$ cat config.mk
export PLATFORM = sky130hd
export DESIGN_NAME = fpalu_div_cell
export DESIGN_NICKNAME = d
export VERILOG_FILES = /design/src/fpalu_pkg.sv /design/src/fpalu_div_cell.sv
export SDC_FILE = /design/constraint.sdc
export NUM_CORES = 1
export LEC_CHECK = 0
export ABC_AREA = 1
export BUFFER_PORTS_ARGS = -buffer_cell sky130_fd_sc_hd__buf_2
export CELL_PAD_IN_SITES_DETAIL_PLACEMENT = 2
export CELL_PAD_IN_SITES_GLOBAL_PLACEMENT = 2
export CORE_MARGIN = 2
export CORE_UTILIZATION = 23
export CTS_CLUSTER_SIZE = 30
export DETAILED_ROUTE_END_ITERATION = 8
export GPL_TIMING_DRIVEN = 1
export PLACE_DENSITY_LB_ADDON = 0.1
export SYNTH_ARGS = -nofsm -noshare
export SYNTH_HDL_FRONTEND = slang
export SYNTH_SLANG_ARGS = --single-unit
$ cat constraint.sdc
create_clock -name clock -period 2.1 [get_ports clock]
set_input_delay 0.42 -clock clock [delete_from_list [all_inputs] [get_ports clock]]
set_output_delay 0.42 -clock clock [all_outputs]
set_load 0.05 [all_outputs]
$ cat src/fpalu_pkg.sv
// ----------------------------------------------------------------------------
// fpalu_pkg
// Types and constants shared by the fixed-point ALU modules.
// ----------------------------------------------------------------------------
package fpalu_pkg;

   localparam int DATA_WIDTH           = 32;
   localparam int OP_WIDTH             = 4;
   localparam int FRACTION_BITS_DEFAULT = 8;

   typedef enum logic [OP_WIDTH-1:0] {
      OP_ADD      = 4'd0,
      OP_SUB      = 4'd1,
      OP_MUL      = 4'd2,
      OP_DIV      = 4'd3,
      OP_GT       = 4'd4,
      OP_LT       = 4'd5,
      OP_GE       = 4'd6,
      OP_LE       = 4'd7,
      OP_EQ       = 4'd8,
      OP_NE       = 4'd9,
      OP_MIN      = 4'd10,
      OP_MAX      = 4'd11,
      OP_INC      = 4'd12,
      OP_DEC      = 4'd13,
      OP_TO_INT   = 4'd14,
      OP_FROM_INT = 4'd15
   } op_type;

   // Sideband that travels alongside each item through the cell row.
   typedef struct packed {
      logic                  valid;
      logic                  negate;
      logic                  div_zero;
      logic                  is_div;
      logic [DATA_WIDTH-1:0] value;
      logic                  flag;
   } tag_type;

endpackage

$ cat src/fpalu_div_cell.sv
// ----------------------------------------------------------------------------
// fpalu_div_cell
// One restoring-division step: produces one quotient bit and hands the
// partial remainder, quotient and item tag to the next cell.
// ----------------------------------------------------------------------------
module fpalu_div_cell
   import fpalu_pkg::*;
#(
   parameter int NUM_WIDTH = 64,
   parameter int DEN_WIDTH = 32,
   parameter int STEP      = 0
) (
   input  logic                 clock,
   input  logic                 reset,
   input  logic [NUM_WIDTH-1:0] num_in,
   input  logic [DEN_WIDTH:0]   rem_in,
   input  logic [NUM_WIDTH-1:0] quo_in,
   input  logic [DEN_WIDTH-1:0] den_in,
   input  tag_type              tag_in,
   output logic [NUM_WIDTH-1:0] num_out,
   output logic [DEN_WIDTH:0]   rem_out,
   output logic [NUM_WIDTH-1:0] quo_out,
   output logic [DEN_WIDTH-1:0] den_out,
   output tag_type              tag_out
);

   logic [NUM_WIDTH-1:0] num_ff;
   logic [DEN_WIDTH:0]   rem_ff, rem_in_v;
   logic [NUM_WIDTH-1:0] quo_ff, quo_in_v;
   logic [DEN_WIDTH-1:0] den_ff;
   tag_type              tag_ff;
   logic [DEN_WIDTH+1:0] shifted, diff;

   always_comb begin
      shifted  = {rem_in, num_in[NUM_WIDTH-1-STEP]};
      diff     = shifted - {2'b00, den_in};
      quo_in_v = quo_in;
      if (!diff[DEN_WIDTH+1]) begin
         rem_in_v = diff[DEN_WIDTH:0];
         quo_in_v[NUM_WIDTH-1-STEP] = 1'b1;
      end else begin
         rem_in_v = shifted[DEN_WIDTH:0];
      end
   end

   always_ff @(posedge clock) begin
      if (reset) begin
         tag_ff.valid <= 1'b0;
      end else begin
         tag_ff.valid <= tag_in.valid;
      end
      tag_ff.negate   <= tag_in.negate;
      tag_ff.div_zero <= tag_in.div_zero;
      tag_ff.is_div   <= tag_in.is_div;
      tag_ff.value    <= tag_in.value;
      tag_ff.flag     <= tag_in.flag;
      num_ff <= num_in;
      rem_ff <= rem_in_v;
      quo_ff <= quo_in_v;
      den_ff <= den_in;
   end

   assign num_out = num_ff;
   assign rem_out = rem_ff;
   assign quo_out = quo_ff;
   assign den_out = den_ff;
   assign tag_out = tag_ff;

endmodule

After elaboration in Yosys (flattened, before gate mapping)

Index checks and enable logic that the tools add are counted.

$add $sub $neg: 1
Multipliers: 0
Div/mod/pow operators: 0
Magnitude comparators: 0
Equality and inequality tests: 0
Shifts and indexed selects: 0
Mux-type cells: 1
Bitwise gates (word level): 0
Reductions and logical operators: 0

Operators by type and width:

| kind           | number |
|---|---|
| $sub 34x32->34 | 1 |
| $mux 33        | 1 |

Bits in registers: 230
Bits in latches: 0
Bits in writable memories: 0
ROM bits: 0
Bits of input ports: 232
Word-level logic and storage cells: 13
Memories: 0

Longest topological paths before layout

Depth in word-level cells: 2
Mapped depth: 16
Gate-level depth less buffers: 16

Least setup slack after synthesis

Ideal clock, no wire load.

Path kind: in2reg
From: in num_in[63]
To: reg rem_ff[28], in the netlist rem_out[28]
Setup time: 0.113 ns
Arrival: 1.833 ns
Data required time: 1.987 ns
Slack: 0.153 ns
Stages: 14
Buffers on the path: 0
Cells stage by stage: inv_1 -> ha_1 -> fa_1 -> inv_1 -> nand2_1 -> nand2_1 -> and2_1 -> nand2_1 -> nand2_1 -> nand2_1 -> nand3_1 -> nand2_1 -> nand3_1 -> nand2_1

Longest elaborated chain between the ends: 2

Ends and longest elaborated chain:

| element              | line                 | source |
|---|---|---|
| from (decl)          | fpalu_div_cell.sv:15 | `input logic [NUM_WIDTH-1:0] num_in,` |
| $sub 34x32->34       | fpalu_div_cell.sv:36 | `diff = shifted - {2'b00, den_in};` |
| $mux 33              | fpalu_div_cell.sv:38 | `if (!diff[DEN_WIDTH+1]) begin` |
| net rem_in_v[28]     | fpalu_div_cell.sv:28 | `logic [DEN_WIDTH:0] rem_ff, rem_in_v;` |
| to (signal assigned) | fpalu_div_cell.sv:58 | `rem_ff <= rem_in_v;` |
| to (decl)            | fpalu_div_cell.sv:28 |  |

The timed path passes the listed nets, and every way through them passes these cells.
A chain may end at the register's enable or synchronous reset.

Final worst setup path

From: in den_in[12]
To: reg rem_ff[18], in the netlist rem_out[18]

Longest elaborated chain between the ends: 2

Ends and longest elaborated chain:

| element          | line                 | source |
|---|---|---|
| from (decl)      | fpalu_div_cell.sv:18 | `input logic [DEN_WIDTH-1:0] den_in,` |
| $sub 34x32->34   | fpalu_div_cell.sv:36 |  |
| $mux 33          | fpalu_div_cell.sv:38 |  |
| net rem_in_v[18] | fpalu_div_cell.sv:28 |  |

The timed path passes the listed nets, and every way through them passes these cells.

==> results.tsv <==
stage	metric	value	unit
power_and_ir_drop	share of power burned in registers	35.8	%
sta	RSZ-0062 raised after global routing	no	
power_and_ir_drop	Clock power frac	37.9	%
routing	Routed Antenna Nets	0	
worst_setup_path	cell family with most CP delay	simple AND/OR/NAND/NOR gates	
clock_network	Clock Pin Slew Worst Setup and Hold Paths	0.06	ns
power_and_ir_drop	Pint	0.00885	W
worst_hold_path	Worst Hold Depth	2	
synth	Main synth FF type	dfxtp_1	
place	placer's final routability congestion estimate	0.796	
synth	most instantiated library cell after synthesis	nand2_1	
routing	average vias per placed instance	4.19	
synth	dominant cells by area after synthesis	dfxtp_1 57%, nand2_1 13%, inv_1 7.9%	
worst_setup_path	arrival time worst endpoint	2.42	ns
clock_network	CTS resizes	0	
sta	final slew viol count	0	
sta	final worst slack	0.177	ns
power_and_ir_drop	Comb pwr share	26.3	%
sta	Min Hold Slack	0.0535	ns
run_status	run status	complete, no violations	
finish	fill cell count	3945	
floorplan	Top Ports	462	
power_and_ir_drop	pwr/cell area	907	nW/um^2
clock_network	CTS tree	done	
synth	Post-Syn Instances	953	
synth	syn_area_per_cell	8.46	sq um
global_route	grt ovf	0	
power_and_ir_drop	sw frac	34.0	%
synth	Yosys reg bits	230	
sta	Fmax	520	MHz
sta	Setup-failing EPs final	0	
worst_setup_path	startpoint types	primary input	
synth	Synth async-reset ratio	0	%
floorplan	Initial Util	23.3	%
finish	Final Net Count	2019	
routing	final wirelength	48400	um
sta	crit path time final	1.92	ns
global_route	global-route wire length before repair	70300	um
floorplan	Chip Height	191	um
sta	count of final hold-check violations	0	
synth	Seq/Total Area, Yosys	57.1	%
synth	most frequent cells after synthesis	287 x nand2_1, 230 x dfxtp_1, 170 x inv_1, 91 x nand3_1, 41 x nor2_1	
sta	period utilization	91.6	%
global_route	initial antenna violation count	7	
synth	post-synth net total	1218	
clock_network	CTS buffer count	28	
clock_network	Clock Tree Buf Depth	3	
clock_network	htree depth	1	
global_route	Global Route Usage Sum	26.0	%
clock_network	CTS root buf	clkbuf_16	
worst_setup_path	crit-path cells	buf_2 > inv_1 > ha_1 > nand2_1 > inv_1 > nand2_1 > buf_4 > nor2_1 > nand4_1 > nand3_1 > nand2_1 > nand2_1 > nand3_1 > nand2_1	
routing	1st-iter DRT viols	227	
routing	drt wl/cell	21.6	um
power_and_ir_drop	Max VDD drop	0.606	mV
routing	DR pass1 iterations	4	
worst_setup_path	Critical Path Sink Type	flop	
power_and_ir_drop	total power	0.0134	W
finish	Register Area	4600	sq um
flow_run	Max-cap violations	0	
synth	synthesized area	8060	sq um
worst_hold_path	Worst Hold End	quo_out[63]	
place	buffers added on ports	461	
finish	area of the multi-input gates	2700	sq um
sta	max_slew headroom	75.7	%
place	post-detail-place hpwl	33100	um
worst_setup_path	critical path type	in -> reg	
routing	vias	9373	
power_and_ir_drop	leakage	8.03	nW
worst_hold_path	Worst Hold Launch	quo_in[63]	
synth	top cell type's share of synthesized area	57.1	%
worst_setup_path	CP most frequent cell	nand2_1	
worst_setup_path	crit-path max FO	4	
clock_network	CTS Hold Buffers Added	193	
power_and_ir_drop	Sw Pwr	0.00455	W
synth	Synth Warn #	0	
sta	worst-margin pin slew	0.365	ns
synth	Netlist cell types	26	
floorplan	# rows	68	
finish	Area Overhead vs Synth	83.4	%
finish	layout cells sized above 1	37.1	%
global_route	largest net degree at the start of global routing	34	
worst_setup_path	CP bufs+invs	4	
worst_setup_path	CP Data Required Time	2.60	ns
worst_hold_path	worst hold path class	in -> reg	
synth	number of synthesized flops with an enable pin	0	
floorplan	die width	191	um
finish	post-layout util	42.8	%
clock_network	total setup buffers inserted after CTS	0	
worst_setup_path	CP peak stage delay	0.42	ns
synth	cell taking the most area after synthesis	dfxtp_1	
global_route	vias in the first global route	10630	
routing	# DRC	0	
floorplan	Core Area	34500	sq um
floorplan	die footprint	36600	sq um
place	pre-CTS setup slack	-0.363	ns
worst_setup_path	Critical Path Slowest Stage Cell	ha_1	
clock_network	clock sink count	230	
==> cells by family after synthesis <==
family	Yosys count	share of synthesized area, %
buf+inv	184	9.41
xor+xnor	15	1.63
simple gates	467	25.1
flops	230	57.1
compound gates	24	1.55
fa+ha+maj	33	5.22
==> power groups by stage <==
stage                     Clock (W)  Sequential (W)  Combinational [W]
after floorplan                   0         0.00598           0.000780
after global placement            0         0.00486            0.00314
after detailed placement          0         0.00487            0.00318
after CTS                   0.00512         0.00478            0.00350
after global routing        0.00542         0.00482            0.00378
final                       0.00508         0.00480            0.00352
==> through the flow <==
step           area [sq um]  setup TNS [ns]  instances
3_5_place_dp          11900           -9.89       1986
5_1_grt               14800               0       2233
4_1_cts               14800               0       2230
6_report              14800               0       2236
3_3_place_gp          11900           -8.53       1986
2_1_floorplan          8060               0        953
==> cell usage in the layout (no fill, tap or decap), drive strengths merged <==
master	count
buf	590
nand2	296
dfxtp	230
dlygate4sd3	193
inv	173
nand3	96
nor2	44
clkbuf	41
ha	32
a21oi	21
xor2	14
and2	11
nor3	10
diode	6
nand4	6
clkinv	5
o21bai	2
or2	2
nand3b	2
clkinvlp	2
bufinv	2
o21ai	1
xnor2	1
fa	1
==> area by class of cell <==
class                   instances  area share (%)
clock buffers                  41            5.54
clock inverters                10           0.931
inverters                     172            4.37
flip-flops and latches        230            31.1
diodes                          6           0.102
repair buffers                783            35.8
multi-input cells             539            18.2
well taps                     455            3.85
==> worst max path at each step <==
stage,startpoint,to,slack [ns],depth (start not counted)
CTS,den_in[12],rem_out[12],0.25,15
global placement,den_in[5],rem_out[26],-0.33,15
finish,den_in[12],rem_out[18],0.18,14
detailed placement,den_in[12],rem_out[12],-0.36,15
floorplan,num_in[63],rem_out[28],0.15,14
global route,den_in[12],rem_out[18],0.03,14
==> flip-flops by register name, summed over array words and instances, names as in the netlist <==
name,count
num_out,64
rem_out,33
den_out,32
quo_out,64
tag_out,37
==> layer usage <==
layer  up-vias  global-route usage (%)  share of wire, %
li1       4502                       -                 -
met1      4506                    29.9                40
met5         -                       0             0.062
met4         4                    8.88               3.6
met2       281                    47.6                51
met3        80                    5.40               5.1
(Power assumes the default switching activity.)
