<file path="src/fpalu_pkg.sv">
// ----------------------------------------------------------------------------
// fpalu_pkg
// Types and constants shared by the fixed-point ALU modules.
// ----------------------------------------------------------------------------
package fpalu_pkg;

   localparam int DATA_WIDTH           = 32;
   localparam int OP_WIDTH             = 4;
   localparam int FRACTION_BITS_DEFAULT = 8;

   typedef enum logic [OP_WIDTH-1:0] {
      OP_ADD      = 4'd0,
      OP_SUB      = 4'd1,
      OP_MUL      = 4'd2,
      OP_DIV      = 4'd3,
      OP_GT       = 4'd4,
      OP_LT       = 4'd5,
      OP_GE       = 4'd6,
      OP_LE       = 4'd7,
      OP_EQ       = 4'd8,
      OP_NE       = 4'd9,
      OP_MIN      = 4'd10,
      OP_MAX      = 4'd11,
      OP_INC      = 4'd12,
      OP_DEC      = 4'd13,
      OP_TO_INT   = 4'd14,
      OP_FROM_INT = 4'd15
   } op_type;

   // Sideband that travels alongside each item through the cell row.
   typedef struct packed {
      logic                  valid;
      logic                  negate;
      logic                  div_zero;
      logic                  is_div;
      logic [DATA_WIDTH-1:0] value;
      logic                  flag;
   } tag_type;

endpackage

</file>
<file path="src/fpalu_front.sv">
// ----------------------------------------------------------------------------
// fpalu_front
// First stage: computes all results but MUL and DIV, forms the registered
// multiplier product and prepares the magnitudes for the division row.
// ----------------------------------------------------------------------------
module fpalu_front
   import fpalu_pkg::*;
#(
   parameter int FRACTION_BITS = FRACTION_BITS_DEFAULT
) (
   input  logic                    clock,
   input  logic                    reset,
   input  logic                    valid_in,
   input  logic [OP_WIDTH-1:0]     op_in,
   input  logic signed [DATA_WIDTH-1:0] a_in,
   input  logic signed [DATA_WIDTH-1:0] b_in,
   output tag_type                 tag_out,
   output logic                    is_mul_out,
   output logic signed [2*DATA_WIDTH-1:0] prod_out,
   output logic [2*DATA_WIDTH-1:0] num_out,
   output logic [DATA_WIDTH-1:0]   den_out
);

   localparam int W = DATA_WIDTH;

   tag_type              tag_ff, tag_in;
   logic                 is_mul_ff;
   logic signed [2*W-1:0] prod_ff;
   logic [2*W-1:0]       num_ff, num_in;
   logic [W-1:0]         den_ff, den_in;
   logic [W-1:0]         ma, mb;
   op_type               op;

   always_comb begin
      op = op_type'(op_in);
      ma = a_in[W-1] ? (~a_in + 1'b1) : a_in;
      mb = b_in[W-1] ? (~b_in + 1'b1) : b_in;
      num_in = {{W{1'b0}}, ma} << FRACTION_BITS;
      den_in = mb;
      tag_in.valid    = valid_in;
      tag_in.negate   = a_in[W-1] ^ b_in[W-1];
      tag_in.div_zero = 1'b0;
      tag_in.is_div   = 1'b0;
      tag_in.value    = '0;
      tag_in.flag     = 1'b0;
      unique case (op)
         OP_ADD:      tag_in.value = a_in + b_in;
         OP_SUB:      tag_in.value = a_in - b_in;
         OP_MUL:      tag_in.value = '0;
         OP_DIV: begin
            tag_in.is_div   = (b_in != '0);
            tag_in.div_zero = (b_in == '0);
         end
         OP_GT:       tag_in.flag  = (a_in > b_in);
         OP_LT:       tag_in.flag  = (a_in < b_in);
         OP_GE:       tag_in.flag  = (a_in >= b_in);
         OP_LE:       tag_in.flag  = (a_in <= b_in);
         OP_EQ:       tag_in.flag  = (a_in == b_in);
         OP_NE:       tag_in.flag  = (a_in != b_in);
         OP_MIN:      tag_in.value = (a_in < b_in) ? a_in : b_in;
         OP_MAX:      tag_in.value = (a_in > b_in) ? a_in : b_in;
         OP_INC:      tag_in.value = a_in + 1'b1;
         OP_DEC:      tag_in.value = a_in - 1'b1;
         OP_TO_INT:   tag_in.value = a_in >>> FRACTION_BITS;
         OP_FROM_INT: tag_in.value = a_in << FRACTION_BITS;
         default:     tag_in.value = '0;
      endcase
   end

   always_ff @(posedge clock) begin
      if (reset) begin
         tag_ff.valid <= 1'b0;
      end else begin
         tag_ff.valid <= tag_in.valid;
      end
      tag_ff.negate   <= tag_in.negate;
      tag_ff.div_zero <= tag_in.div_zero;
      tag_ff.is_div   <= tag_in.is_div;
      tag_ff.value    <= tag_in.value;
      tag_ff.flag     <= tag_in.flag;
      is_mul_ff <= (op == OP_MUL);
      prod_ff   <= a_in * b_in;
      num_ff    <= num_in;
      den_ff    <= den_in;
   end

   assign tag_out    = tag_ff;
   assign is_mul_out = is_mul_ff;
   assign prod_out   = prod_ff;
   assign num_out    = num_ff;
   assign den_out    = den_ff;

endmodule

</file>
<file path="config.mk">
export PLATFORM = sky130hd
export DESIGN_NAME = fpalu_front
export DESIGN_NICKNAME = d
export VERILOG_FILES = /design/src/fpalu_pkg.sv /design/src/fpalu_front.sv
export SDC_FILE = /design/constraint.sdc
export NUM_CORES = 2
export LEC_CHECK = 0
export ABC_AREA = 1
export BUFFER_PORTS_ARGS = -buffer_cell sky130_fd_sc_hd__buf_2
export CORE_MARGIN = 4
export CORE_UTILIZATION = 30
export DETAILED_ROUTE_END_ITERATION = 10
export PLACE_DENSITY = 0.43
export SLEW_MARGIN = 20
export SYNTH_ARGS = -nofsm -noshare
export SYNTH_HDL_FRONTEND = slang
export SYNTH_SLANG_ARGS = --single-unit
</file>
<file path="constraint.sdc">
create_clock -name clock -period 25.6 [get_ports clock]
set_input_delay 2.56 -clock clock [delete_from_list [all_inputs] [get_ports clock]]
set_output_delay 2.56 -clock clock [all_outputs]
set_load 0.1 [all_outputs]
</file>
Yosys cells after proc, flatten, opt, wreduce, memory -nomap -nowiden
Index checks and enable logic that the tools add are counted.

$add $sub $neg: 6. Multipliers: 1. Magnitude comparators: 4. Equal/unequal tests: 17. Multiplexer cells: 6. Bitwise logic cells: 3. Reductions and logical operators: 3.

Operators by type and width (number): case mux 32 bit (8 select lines) (1); adder 32 x 1 -> 32 bit (second input constant) (3); multiplier 32 x 32 -> 64 bit (1); 2-to-1 mux 32 bit (2); inverter 32 bit (2); 2-to-1 mux 31 bit (2); adder 32 bit (1); == test 32 bit (1); == test 4 bit (second input constant) (8); greater-or-equal comparator 32 bit (1); > comparator 32 bit (1); less-or-equal comparator 32 bit (1); logical NOT 32 bit (1); less-than comparator 32 bit (1); inequality test 32 bit (1); nonzero test 32 bit (1); subtractor 32 x 1 -> 32 bit (second input constant) (1); subtractor 32 bit (1); == test 4 x 3 -> 1 bit (second input constant) (4); == test 4 x 2 -> 1 bit (second input constant) (2); case mux 1 bit (6 select lines) (1); == test 4 x 1 -> 1 bit (second input constant) (1); logical NOT 4 bit (1); XOR 1 bit (1).

Flip-flop bits (word level): 166. Input port bits: 71. Output and inout bits: 198.

Depth between registers and ports, before layout
Depth in word-level cells: 3. Depth in mapped cells: 32.

Worst setup path before layout
Ideal clock, no wire load.

Kind: input to register. From: input port a_in[31]. To: register prod_ff[63] (netlist: prod_out[63]). Library setup time: 112 ps. Arrival time: 9735 ps. Data required time: 25488 ps. Path slack: 15753 ps. Stages: 26. Buffers on the path: 3. Path through: clkbuf_1 clkbuf_1 buf_1 nand2_1 inv_1 fa_1 fa_1 fa_1 fa_1 inv_1 fa_1 inv_1 fa_1 inv_1 fa_1 inv_1 fa_1 ha_1 a21oi_1 a21boi_0 o21ai_0 a211o_1 a21oi_1 inv_1 nand2_1 nand2_1.

Cells in the longest elaborated chain, start to end: 1.

RTL lines: from (decl) (line fpalu_front.sv:15) `input logic signed [DATA_WIDTH-1:0] a_in,`; multiplier 32 x 32 -> 64 bit (line fpalu_front.sv:82) `prod_ff <= a_in * b_in;`; to (signal assigned) (line fpalu_front.sv:82); to (decl) (line fpalu_front.sv:28) `logic signed [2*W-1:0] prod_ff;`.

Every way passes these cells. A chain may end at the register's enable or synchronous reset.

Final worst setup path
From: input port a_in[31]. To: register prod_ff[51] (netlist: prod_out[51]).

Same word-level chain as after synthesis.

==> metrics.md <==
| Metric | Value |
|---|---|
| Pin count of the biggest net entering global routing | `42` |
| Final routed DRC violation total | `0` |
| Max-slew headroom | `23.0%` |
| Max Slew Vio Count | `0` |
| Fraction of synthesis flops using an asynchronous set or reset pin | `0%` |
| Via count | `44442` |
| Largest fanout on the critical path | `34` |
| Post-synth top flop | `sky130_fd_sc_hd__dfxtp_1` |
| Critical path type | `primary input to register` |
| Number of setup violations in the final report | `0` |
| Vert. Die Dim | `422 um` |
| Result of the run | `completed` |
| Max clock buf depth | `2` |
| Global-route usage over all layers | `24.8%` |
| Non-filler instance count after layout | `9174` |
| Initial DRC count | `3626` |
| Nets@finish | `8378` |
| Area growth from synthesis to final layout | `7.39%` |
| Count of TritonRoute iterations in the first routing pass | `6` |
| Type of the worst min-delay path | `primary input to register` |
| Number of buffers created by CTS | `17` |
| Kind of end point of the critical path | `register` |
| Fillcell total | `18500` |
| I/O Buffers | `236` |
| Mean instance size in the synthesized netlist | `7.43 sq um` |
| Area of the core | `170000 sq um` |
| Number of buffers added to fix hold violations after cts | `0` |
| Critical path arrival | `11.03 ns` |
| Post-route ant nets | `0` |
| Cell row count | `151` |
| Final setup TNS | `0 ns` |
| Yosys warns | `0` |
| Via count of the first global-routing pass | `47128` |
| Count of pins on the block boundary | `269` |
| Clock tree root buffer cell | `sky130_fd_sc_hd__clkbuf_16` |
| Final cycle utilization of the critical path | `41.0%` |
| Routing usage on met2 | `39.7%` |
| Number of setup buffers added after CTS | `0` |
| Share of layout cells above drive strength 1 | `5.71%` |
| Setup crit start kind | `primary input` |
| Top cell type by total area after synthesis | `sky130_fd_sc_hd__fa_1` |
| TritonCTS clock tree | `yes` |
| Resized cells post-CTS | `0` |
| Via density | `4.84` |
| F_max | `0.0952 GHz` |
| RSZ-0062 raised after global routing | `no` |
| Antenna violations before repair | `4` |
| Starting density of the core | `30.3%` |
| RePlAce Congestion | `0.976` |
| Remaining global-route overflow | `0` |
| Number of synthesized flops with an enable pin | `0` |
| H-tree levels | `4` |
| Routed wire per std cell | `23.9 um` |
| Placed insts | `9141` |
| Post-layout min period | `10.51 ns` |
| Met1 routing resource usage after global routing | `34.8%` |
| Sink Count | `166` |
| Detailed placement HPWL | `171000 um` |
| Most frequent cells after synthesis | `sky130_fd_sc_hd__inv_1, sky130_fd_sc_hd__nand2_1, sky130_fd_sc_hd__fa_1, sky130_fd_sc_hd__nor2_1, sky130_fd_sc_hd__ha_1` |
| Most heavily used metal layer in global routing | `met2` |
| Count leader, synth | `sky130_fd_sc_hd__inv_1` |
| Leading post-synthesis cells by cell area | `sky130_fd_sc_hd__fa_1, sky130_fd_sc_hd__inv_1, sky130_fd_sc_hd__nand2_1` |
| Routed wire length | `219000 um` |
| Floorplan die area | `178000 sq um` |
| M3 GR Usage | `3.78%` |
| Final Hold Violating Endpoints | `0` |
| Chip Width | `422 um` |
| Share of synthesized area occupied by flip-flops and latches | `6.46%` |
| Max-Cap Viols | `0` |
| First-pass GRT wire length | `324000 um` |
| Post-synthesis cell type count | `54` |
| Gate count of the mapped netlist | `6921` |
| Post-synthesis instance area | `51400 sq um` |
| Area share of the largest cell type after synthesis | `42.2%` |
| Clock-pin slew reported for the worst setup and hold paths after clock tree synthesis | `0.12 ns` |
| Slew at the pin closest to its max-slew limit | `1.15 ns` |
| Required @ worst endpoint | `26.13 ns` |
| Register bit total from synthesis | `166` |
## through the flow
stage | hold slack, ns | setup WS (ns) | util (%) | area (sq um)
floorplan | 2.59 | 15.75 | - | 51600
finish | 2.17 | 15.09 | 32.5 | 55200
CTS | 2.12 | 15.12 | 32.5 | 55200
detailed placement | 2.72 | 14.48 | 32.2 | 54600
global placement | 2.71 | 14.53 | 32.2 | 54600
global route | 2.14 | 14.73 | 32.5 | 55200
## cells by family after synthesis
family / count (synthesis) / share of synthesized area [%]
AOI/OAI and AO/OA: 526 / 5.86
adders and majority gates: 1365 / 49.0
buffers and inverters: 2223 / 16.6
xor gates and xnor gates: 132 / 2.25
DFF: 166 / 6.46
other: 1 / 0.00729
and+or+nand+nor: 2508 / 19.8
## critical path, stage by stage
cell and delay [ns]:
sky130_fd_sc_hd__buf_2 0.63, sky130_fd_sc_hd__nand2_1 0.28, sky130_fd_sc_hd__inv_1 0.14, sky130_fd_sc_hd__fa_1 0.39
sky130_fd_sc_hd__inv_1 0.23, sky130_fd_sc_hd__fa_1 0.47, sky130_fd_sc_hd__inv_1 0.22, sky130_fd_sc_hd__fa_1 0.51
sky130_fd_sc_hd__fa_1 0.90, sky130_fd_sc_hd__inv_1 0.43, sky130_fd_sc_hd__fa_1 0.60, sky130_fd_sc_hd__inv_1 0.06
sky130_fd_sc_hd__fa_1 0.53, sky130_fd_sc_hd__inv_1 0.05, sky130_fd_sc_hd__fa_1 0.47, sky130_fd_sc_hd__inv_1 0.05
sky130_fd_sc_hd__fa_1 0.46, sky130_fd_sc_hd__ha_1 0.44, sky130_fd_sc_hd__nand2_1 0.14, sky130_fd_sc_hd__nor2_1 0.11
sky130_fd_sc_hd__inv_1 0.09, sky130_fd_sc_hd__nor3_1 0.58, sky130_fd_sc_hd__nand4_1 0.34, sky130_fd_sc_hd__nand3_1 0.15
sky130_fd_sc_hd__nand2_1 0.06, sky130_fd_sc_hd__nand2_1 0.05
## layout make-up
| cell class | instances | area (sq um) | area share [%] |
|---|---|---|---|
| well taps | 2218 | 2780 | 5.02 |
| clock inverters | 14 | 181 | 0.328 |
| inverters | 1880 | 7060 | 12.8 |
| diodes | 1 | 2.50 | 0.00453 |
| repair buffers | 314 | 1780 | 3.22 |
| clock buffers | 18 | 429 | 0.777 |
| flip-flops and latches | 166 | 3320 | 6.02 |
| multi-input cells | 4563 | 39700 | 71.9 |
## cells in the final DEF, fill, tap and decap left out, drive strengths merged, types with 4 or more instances in the layout
| cell type | n |
|---|---|
| a221oi | 4 |
| buf | 314 |
| nand3 | 254 |
| clkbuf | 18 |
| o31ai | 4 |
| xnor2 | 25 |
| nor2 | 424 |
| o21ai | 169 |
| o21a | 7 |
| a21oi | 218 |
| inv | 1882 |
| xor2 | 107 |
| fa | 1085 |
| dfxtp | 166 |
| o211ai | 37 |
| a31oi | 18 |
| nor3 | 46 |
| ha | 280 |
| o22ai | 14 |
| a21boi | 10 |
| nand2 | 1675 |
| or2 | 9 |
| conb | 32 |
| nand4 | 69 |
| clkinv | 11 |
| a21o | 16 |
| nand3b | 14 |
| nor4 | 8 |
| o21bai | 21 |
## worst paths after layout
kind                  from      endpoint  slack (ns)  depth (start not counted)
hold / removal       reset   tag_out[36]        2.17                          2
setup / recovery  a_in[31]  prod_out[51]       15.09                         26
## routing by layer
metal	vias to the layer above	routed length, um
li1	20030	-
met4	0	6950
met5	-	0
met2	1540	98800
met1	22643	99300
met3	229	13900
## flip-flops by register name, indices dropped and copies added (netlist names)
register and cells:
den_out 32, prod_out 64, tag_out 37, num_out 32, is_mul_out 1
Power is left out: the tool's default activity adds up to more than one toggle a clock period on the data nets, which glitch-free logic cannot reach.
